[config.mk]
export PLATFORM = sky130hd
export DESIGN_NAME = sorted_set_merge_operations_core
export DESIGN_NICKNAME = d
export VERILOG_FILES = /design/src/ssm_pkg.sv /design/src/sorted_set_merge_operations_core.sv /design/src/ssm_front.sv /design/src/ssm_queue.sv /design/src/ssm_back.sv
export SDC_FILE = /design/constraint.sdc
export NUM_CORES = 2
export LEC_CHECK = 0
export BUFFER_PORTS_ARGS = -buffer_cell sky130_fd_sc_hd__buf_2
export CAP_MARGIN = 10
export CORE_MARGIN = 2
export CORE_UTILIZATION = 40
export CTS_CLUSTER_SIZE = 8
export DETAILED_ROUTE_END_ITERATION = 8
export SETUP_SLACK_MARGIN = 0.05
export SYNTH_ARGS = -nofsm -noshare
export SYNTH_HDL_FRONTEND = slang
export SYNTH_SLANG_ARGS = --single-unit
[constraint.sdc]
create_clock -name clk -period 12.4 [get_ports clk]
set_input_delay 2.48 -clock clk [delete_from_list [all_inputs] [get_ports clk]]
set_output_delay 2.48 -clock clk [all_outputs]
set_load 0.005 [all_outputs]
[src/ssm_pkg.sv]
// Shared types and constants for the sorted set merge core.
package ssm_pkg;

  localparam logic [1:0] OP_PUSH_A = 2'd0;
  localparam logic [1:0] OP_PUSH_B = 2'd1;
  localparam logic [1:0] OP_RUN    = 2'd2;

  localparam logic [1:0] MODE_UNION = 2'd0;
  localparam logic [1:0] MODE_INTER = 2'd1;
  localparam logic [1:0] MODE_DIFF  = 2'd2;

  localparam int QDEPTH = 4;
  localparam int QAW    = 2;

  typedef struct packed {
    logic [1:0]          op;
    logic signed [31:0]  value;
  } in_item_t;

  typedef struct packed {
    logic signed [31:0]  result_value;
    logic                last;
    logic                empty_res;
    logic                overflow;
  } out_item_t;

  typedef struct packed {
    logic [1:0]   kind;
    logic [31:0]  value;
  } cmd_t;

  typedef struct packed {
    logic  valid;
    cmd_t  cmd;
  } cmd_push_t;

endpackage

[src/sorted_set_merge_operations_core.sv]
// Top level of the sorted set merge core: front stage, command queue, back stage.
// Flow: a push passes through the front register and the queue before the back stage
// stores it; a run's results leave through the back stage's pending and output registers
// as the walk advances one or both store pointers at each step. Throughput: pushes at one
// per cycle while busy is low; a run occupies the back stage until its walk is done, while
// the queue takes commands until it is full. Results cannot be stalled.
// Reset (rst_n low, synchronous) empties both sets, the queue and the overflow flag.
module sorted_set_merge_operations_core import ssm_pkg::*; #(
  parameter int SET_CAPACITY = 32
) (
  input  logic       clk,
  input  logic       rst_n,
  input  logic       cfg_we,
  input  logic [1:0] cfg_wdata,
  input  logic       start,
  output logic       busy,
  input  in_item_t   in_item,
  output logic       out_valid,
  output out_item_t  out_item
);

  cmd_push_t q_push;
  logic      q_full;
  logic      q_nonempty;
  cmd_t      q_head;
  logic      q_pop;

  ssm_front u_front (
    .clk     (clk),
    .rst_n   (rst_n),
    .start   (start),
    .in_item (in_item),
    .busy    (busy),
    .q_full  (q_full),
    .q_push  (q_push)
  );

  ssm_queue u_queue (
    .clk        (clk),
    .rst_n      (rst_n),
    .q_push     (q_push),
    .q_full     (q_full),
    .q_nonempty (q_nonempty),
    .q_head     (q_head),
    .q_pop      (q_pop)
  );

  ssm_back #(
    .SET_CAPACITY (SET_CAPACITY)
  ) u_back (
    .clk        (clk),
    .rst_n      (rst_n),
    .cfg_we     (cfg_we),
    .cfg_wdata  (cfg_wdata),
    .q_nonempty (q_nonempty),
    .q_head     (q_head),
    .q_pop      (q_pop),
    .out_valid  (out_valid),
    .out_item   (out_item)
  );

endmodule

[src/ssm_front.sv]
// Front stage: accepts commands, drops unused op codes, forwards to the queue.
module ssm_front import ssm_pkg::*; (
  input  logic       clk,
  input  logic       rst_n,
  input  logic       start,
  input  in_item_t   in_item,
  output logic       busy,
  input  logic       q_full,
  output cmd_push_t  q_push
);

  logic valid_r, valid_nxt;
  cmd_t cmd_r, cmd_nxt;
  logic accept, fwd;

  assign busy   = valid_r && q_full;
  assign accept = start && !busy;
  assign fwd    = valid_r && !q_full;

  assign q_push.valid = fwd;
  assign q_push.cmd   = cmd_r;

  always_comb begin
    valid_nxt = valid_r && !fwd;
    cmd_nxt   = cmd_r;
    if (accept) begin
      cmd_nxt.kind  = in_item.op;
      cmd_nxt.value = in_item.value;
      valid_nxt     = (in_item.op == OP_PUSH_A) || (in_item.op == OP_PUSH_B) ||
                      (in_item.op == OP_RUN);
    end
  end

  always_ff @(posedge clk) begin
    if (!rst_n) begin
      valid_r <= 1'b0;
    end else begin
      valid_r <= valid_nxt;
    end
    cmd_r <= cmd_nxt;
  end

endmodule

[src/ssm_queue.sv]
// Short command queue between the front and back stages.
module ssm_queue import ssm_pkg::*; (
  input  logic       clk,
  input  logic       rst_n,
  input  cmd_push_t  q_push,
  output logic       q_full,
  output logic       q_nonempty,
  output cmd_t       q_head,
  input  logic       q_pop
);

  cmd_t entries_r [QDEPTH];
  logic [QAW-1:0] head_r, head_nxt, tail_r, tail_nxt;
  logic [QAW:0]   cnt_r, cnt_nxt;
  logic do_push, do_pop;

  assign q_full     = (cnt_r == QAW'(0) + (QAW+1)'(QDEPTH));
  assign q_nonempty = (cnt_r != '0);
  assign q_head     = entries_r[head_r];
  assign do_push    = q_push.valid && !q_full;
  assign do_pop     = q_pop && q_nonempty;

  always_comb begin
    head_nxt = do_pop  ? head_r + 1'b1 : head_r;
    tail_nxt = do_push ? tail_r + 1'b1 : tail_r;
    cnt_nxt  = cnt_r + (QAW+1)'(do_push) - (QAW+1)'(do_pop);
  end

  always_ff @(posedge clk) begin
    if (!rst_n) begin
      head_r <= '0;
      tail_r <= '0;
      cnt_r  <= '0;
    end else begin
      head_r <= head_nxt;
      tail_r <= tail_nxt;
      cnt_r  <= cnt_nxt;
    end
    if (do_push) begin
      entries_r[tail_r] <= q_push.cmd;
    end
  end

  a_cnt_bound: assert property (@(posedge clk) disable iff (!rst_n)
    cnt_r <= (QAW+1)'(QDEPTH))
    else $error("queue count out of range");
  a_full_no_write: assert property (@(posedge clk) disable iff (!rst_n)
    q_full && !do_pop |=> q_full)
    else $error("queue left full state without a pop");
  a_ptr_track: assert property (@(posedge clk) disable iff (!rst_n)
    (tail_r - head_r) == cnt_r[QAW-1:0])
    else $error("queue pointers and count disagree");

endmodule

[src/ssm_back.sv]
// Back stage: set stores, counts, overflow flag and the two-pointer merge walk.
module ssm_back import ssm_pkg::*; #(
  parameter int SET_CAPACITY = 32
) (
  input  logic       clk,
  input  logic       rst_n,
  input  logic       cfg_we,
  input  logic [1:0] cfg_wdata,
  input  logic       q_nonempty,
  input  cmd_t       q_head,
  output logic       q_pop,
  output logic       out_valid,
  output out_item_t  out_item
);

  localparam int CW = $clog2(SET_CAPACITY + 1);
  localparam int AW = (SET_CAPACITY > 1) ? $clog2(SET_CAPACITY) : 1;
  localparam logic [CW-1:0] CAP = CW'(SET_CAPACITY);

  localparam logic ST_IDLE = 1'b0;
  localparam logic ST_RUN  = 1'b1;

  logic [31:0] mem_a [SET_CAPACITY];
  logic [31:0] mem_b [SET_CAPACITY];

  logic          state_r, state_nxt;
  logic [1:0]    set_mode_r, run_mode_r, run_mode_nxt;
  logic [CW-1:0] cnt_a_r, cnt_a_nxt, cnt_b_r, cnt_b_nxt;
  logic [CW-1:0] ia_r, ia_nxt, ib_r, ib_nxt;
  logic          ovf_r, ovf_nxt;
  logic [31:0]   rd_a_r, rd_b_r;
  logic          pend_valid_r, pend_valid_nxt;
  logic [31:0]   pend_r, pend_nxt;
  logic          out_valid_r, out_valid_nxt;
  out_item_t     out_item_r, out_item_nxt;
  logic          wr_a, wr_b;
  logic          a_ok, b_ok, mode_ok, emit, done;
  logic [31:0]   emit_val;

  assign out_valid = out_valid_r;
  assign out_item  = out_item_r;

  assign q_pop   = (state_r == ST_IDLE) && q_nonempty;
  assign wr_a    = q_pop && (q_head.kind == OP_PUSH_A) && (cnt_a_r < CAP);
  assign wr_b    = q_pop && (q_head.kind == OP_PUSH_B) && (cnt_b_r < CAP);
  assign a_ok    = ia_r < cnt_a_r;
  assign b_ok    = ib_r < cnt_b_r;
  assign mode_ok = (run_mode_r == MODE_UNION) || (run_mode_r == MODE_INTER) ||
                   (run_mode_r == MODE_DIFF);

  always_comb begin
    state_nxt      = state_r;
    run_mode_nxt   = run_mode_r;
    cnt_a_nxt      = cnt_a_r;
    cnt_b_nxt      = cnt_b_r;
    ia_nxt         = ia_r;
    ib_nxt         = ib_r;
    ovf_nxt        = ovf_r;
    pend_valid_nxt = pend_valid_r;
    pend_nxt       = pend_r;
    out_valid_nxt  = 1'b0;
    out_item_nxt   = out_item_r;
    emit           = 1'b0;
    emit_val       = rd_a_r;
    done           = 1'b0;

    if (state_r == ST_IDLE) begin
      if (q_pop) begin
        case (q_head.kind)
          OP_PUSH_A: begin
            if (wr_a) cnt_a_nxt = cnt_a_r + 1'b1;
            else      ovf_nxt   = 1'b1;
          end
          OP_PUSH_B: begin
            if (wr_b) cnt_b_nxt = cnt_b_r + 1'b1;
            else      ovf_nxt   = 1'b1;
          end
          OP_RUN: begin
            state_nxt    = ST_RUN;
            run_mode_nxt = set_mode_r;
          end
          default: begin
          end
        endcase
      end
    end else begin
      if (!mode_ok) begin
        done = 1'b1;
      end else if (a_ok && b_ok) begin
        if ($signed(rd_a_r) < $signed(rd_b_r)) begin
          emit     = (run_mode_r != MODE_INTER);
          emit_val = rd_a_r;
          ia_nxt   = ia_r + 1'b1;
        end else if ($signed(rd_a_r) > $signed(rd_b_r)) begin
          emit     = (run_mode_r == MODE_UNION);
          emit_val = rd_b_r;
          ib_nxt   = ib_r + 1'b1;
        end else begin
          emit     = (run_mode_r != MODE_DIFF);
          emit_val = rd_b_r;
          ia_nxt   = ia_r + 1'b1;
          ib_nxt   = ib_r + 1'b1;
        end
      end else if (a_ok && (run_mode_r == MODE_UNION || run_mode_r == MODE_DIFF)) begin
        emit     = 1'b1;
        emit_val = rd_a_r;
        ia_nxt   = ia_r + 1'b1;
      end else if (b_ok && (run_mode_r == MODE_UNION)) begin
        emit     = 1'b1;
        emit_val = rd_b_r;
        ib_nxt   = ib_r + 1'b1;
      end else begin
        done = 1'b1;
      end

      if (emit) begin
        if (pend_valid_r) begin
          out_valid_nxt             = 1'b1;
          out_item_nxt.result_value = pend_r;
          out_item_nxt.last         = 1'b0;
          out_item_nxt.empty_res    = 1'b0;
          out_item_nxt.overflow     = ovf_r;
        end
        pend_valid_nxt = 1'b1;
        pend_nxt       = emit_val;
      end

      if (done) begin
        out_valid_nxt             = 1'b1;
        out_item_nxt.result_value = pend_valid_r ? pend_r : '0;
        out_item_nxt.last         = 1'b1;
        out_item_nxt.empty_res    = !pend_valid_r;
        out_item_nxt.overflow     = ovf_r;
        pend_valid_nxt            = 1'b0;
        cnt_a_nxt                 = '0;
        cnt_b_nxt                 = '0;
        ia_nxt                    = '0;
        ib_nxt                    = '0;
        ovf_nxt                   = 1'b0;
        state_nxt                 = ST_IDLE;
      end
    end
  end

  always_ff @(posedge clk) begin
    if (!rst_n) begin
      state_r      <= ST_IDLE;
      set_mode_r   <= MODE_UNION;
      run_mode_r   <= MODE_UNION;
      cnt_a_r      <= '0;
      cnt_b_r      <= '0;
      ia_r         <= '0;
      ib_r         <= '0;
      ovf_r        <= 1'b0;
      pend_valid_r <= 1'b0;
      out_valid_r  <= 1'b0;
    end else begin
      state_r      <= state_nxt;
      if (cfg_we) set_mode_r <= cfg_wdata;
      run_mode_r   <= run_mode_nxt;
      cnt_a_r      <= cnt_a_nxt;
      cnt_b_r      <= cnt_b_nxt;
      ia_r         <= ia_nxt;
      ib_r         <= ib_nxt;
      ovf_r        <= ovf_nxt;
      pend_valid_r <= pend_valid_nxt;
      out_valid_r  <= out_valid_nxt;
    end
    pend_r     <= pend_nxt;
    out_item_r <= out_item_nxt;
  end

  always_ff @(posedge clk) begin
    if (wr_a) mem_a[cnt_a_r[AW-1:0]] <= q_head.value;
    if (wr_b) mem_b[cnt_b_r[AW-1:0]] <= q_head.value;
    rd_a_r <= mem_a[ia_nxt[AW-1:0]];
    rd_b_r <= mem_b[ib_nxt[AW-1:0]];
  end

  a_cnt_cap: assert property (@(posedge clk) disable iff (!rst_n)
    cnt_a_r <= CAP && cnt_b_r <= CAP)
    else $error("set count beyond capacity");
  a_done_clears: assert property (@(posedge clk) disable iff (!rst_n)
    state_r == ST_RUN && done |=> cnt_a_r == '0 && cnt_b_r == '0 && !ovf_r)
    else $error("run end did not clear the sets");
  a_empty_last: assert property (@(posedge clk) disable iff (!rst_n)
    out_valid_r && out_item_r.empty_res |-> out_item_r.last)
    else $error("empty result not marked last");
  a_idle_ptrs: assert property (@(posedge clk) disable iff (!rst_n)
    state_r == ST_IDLE |-> ia_r == '0 && ib_r == '0)
    else $error("walk pointers not at zero while idle");

endmodule

==> run metrics <==
outcome completed; cells after synthesis 6927; detailed-route DRC error count 0; Congestion Overflow GR 0; setup_tns 0 ns; Critical Path AT 7.80 ns; dpl hpwl 161000 um; Yosys warnings 0; largest fanout on the critical path 87; Sw Share 0.277; Placed Area 101000 um2; Crit path depth 14; post-route cell area 111000 um2; final hold violations 0; share of cells above drive strength 1 0.113; fmax 139 MHz; RSZ-0062 raised after global routing no; CP peak stage delay 1.01 ns; cts bufs inserted 350; Post-synth EDFFs 2285; Clock Latency Late Sink 0.96 ns; syn nets 7026; first-pass GRT wire length 428000 um; leak pwr 35.6 nW; CTS tree done; # fillers 20800; CTS Sinks 2391; CP required 13.02 ns; port bufs 76; CP Buf/Inv Count 4; synthesized area 97100 um2; gpl congestion 0.877; clock share of power 0.387; final hold slack 0.456 ns; CP top delay family buffers and inverters; CTS clk-pin slew, worst paths 0.05 ns; commonest non-fill, non-tap cell in the layout edfxtp_1; fin cells 10400; die width 497 um; Hold Crit Class flip-flop to flip-flop; largest cells by area after synthesis edfxtp_1 (71%), nand2_1 (4.3%), dfxtp_1 (2.2%); DP Cell Count 9864; H-tree depth 5; Initial Util 0.403; CORE AREA 241000 um2; Pre-Repair DR Iteration Count 8; power per cell area 198 nW/um2; die height 497 um; most frequent cells in the layout edfxtp_1 (2285), nand2_1 (1117), nand3_1 (371), clkbuf_16 (356), a211oi_1 (257); via count 63200; slowest CP cell nor4_1; Multi-input gate area 24700 um2; area delta synth->final 14.5%; endpoints failing setup 0; Final Critical Period 7.18 ns; Slew headroom 0.0937; Site Rows 180; Final Util 0.461; Tightest Pin Transition 1.35 ns; DR vias/cell 6.09; largest net degree at the start of global routing 170; vias in the first global route 60200; synth unique cells 87; Routed Antenna Nets 0; initial antenna violation count 19; Post-Route WL 300000 um; sequential power share 0.464; max-slew violations 0; logic gate share of total power 0.149; CP cell instances inv_1 > ha_1 > nand4_1 > nor4_1 > o31a_1 > o21ai_2 > mux2_4 > buf_4 > and2_4 > buf_4 > buf_4 > a32oi_1 > a32oi_1 > nand4_1; register area share after synthesis 0.729; CP endpoint kind flip-flop; Yosys top cell by area edfxtp_1; post-cts resize count 0; CTS Buffer Depth 4; cell internal pwr 15.9 mW; post-CTS setup buffer count 0; clock root buffer clkbuf_16; # nets final 7133; Top-Level Pins 77; WHS Path Cells 0; Final Cycle Share 0.579; GRT Overall Usage 0.238; register bit count reported by yosys 2391; Net Switching 6.09 mW; Avg Cell Area, Syn 14.0 um2; crit path kind flip-flop to flip-flop; drt wl/cell 28.9 um; 1st-iter DRT viols 9266; depth of the worst register-to-register path 14; Max VDD drop 0.000144 V; hold_buf cts 0; Yosys top cell area share 0.707; Final Skew 0.0831 ns; critical path launch point type flip-flop; Die ar. 247000 um2; Most common cell on crit path buf_4; Most used DFF post-synth edfxtp_1; Max-cap violations 0; Reg area 70700 um2; ys async rst share 0
[worst reg2reg max path, cell delays in order, from the launching register on]
cell and delay, ns:
dfxtp_1 0.42, inv_1 0.12, ha_1 0.39, nand4_1 0.19, nor4_1 1.01, o31a_1 0.64
o21ai_2 0.27, mux2_4 0.26, buf_4 0.44, and2_4 0.27, buf_4 0.79, buf_4 0.90
a32oi_1 0.35, a32oi_1 0.32, nand4_1 0.53
[cells in the mapped netlist, types with 39 or more instances]
master and instances:
nor3_1 80, ha_1 58, a32oi_1 122, a21oi_1 162
a31oi_1 159, edfxtp_1 2285, buf_2 138, and2_1 77
a211oi_1 257, and3_1 196, mux2i_1 203, buf_1 48
o22a_1 64, nand2_1 1121, nand3_1 371, o22ai_1 66
nand4_1 109, o21ai_0 199, inv_1 52, clkbuf_1 304
o32ai_1 65, dfxtp_1 106, nor2_1 225, nor2b_1 53
a22oi_1 39
[stage by stage]
stage | power (mW) | worst slack [ns]
floorplan | 11.9 | 7.96
global placement | 13.5 | 5.37
detailed placement | 13.6 | 5.34
CTS | 22.0 | 5.35
global route | 22.6 | 5.07
finish | 22.0 | 5.22
[cell type report]
| class | count | share of cell area |
|---|---|---|
| multi-input cells | 3969 | 0.222 |
| inverters | 55 | 0.00188 |
| repair buffers | 267 | 0.0172 |
| clock buffers | 496 | 0.0849 |
| flip-flops and latches | 2391 | 0.637 |
| well taps | 3185 | 0.0359 |
| diodes | 5 | 0.000113 |
| clock inverters | 11 | 0.00139 |
[logic make-up after synthesis]
kind of cell / count (synthesis) / share of synthesized area
mux: 240 / 0.0292
buf+inv: 567 / 0.0247
flops: 2391 / 0.729
fa+ha+maj: 60 / 0.00780
simple gates: 2304 / 0.108
compound gates: 1354 / 0.100
xor+xnor: 11 / 0.000993
[flip-flops by register name, indices dropped and copies added (netlist names), 2 cells and up, named ones only]
signal,flops
u_back.mem_a,1024
u_back.mem_b,1024
u_queue.entries_r,136
u_back.out_item,35
u_front.q_push,34
u_back.pend_r,32
u_back.rd_a_r,32
u_back.rd_b_r,32
u_back.cnt_a_r,6
u_back.cnt_b_r,6
u_back.ia_r,6
u_back.ib_r,6
u_queue.cnt_r,3
u_back.run_mode_r,2
u_back.set_mode_r,2
u_queue.head_r,2
u_queue.tail_r,2
[worst paths after layout]
check                         start                 end  slack, ns
setup / recovery  u_back.rd_b_r[31]   u_back.rd_a_r[12]       5.22
setup reg to reg  u_back.rd_b_r[31]   u_back.rd_a_r[12]       5.22
hold reg to reg        u_back.ovf_r  u_back.out_item[0]       0.46
hold / removal         u_back.ovf_r  u_back.out_item[0]       0.46
[routing by layer]
| metal | share of wire | up-vias | routed length [um] | track usage |
|---|---|---|---|---|
| met5 | 0.00011 | - | 34 | 0 |
| met4 | 0.041 | 4 | 12400 | 0.0961 |
| met3 | 0.10 | 566 | 31400 | 0.0489 |
| met2 | 0.45 | 3684 | 134000 | 0.358 |
| met1 | 0.41 | 31900 | 123000 | 0.337 |
| li1 | - | 27000 | - | - |
[power by group through the flow]
stage	clock network, mW	registers (mW)	logic [mW]
floorplan	0	10.3	1.61
global placement	0	10.3	3.17
detailed placement	0	10.4	3.23
CTS	8.59	10.2	3.23
global route	8.92	10.2	3.43
finish	8.51	10.2	3.27
Note: power is estimated with default switching activity, not from simulation.
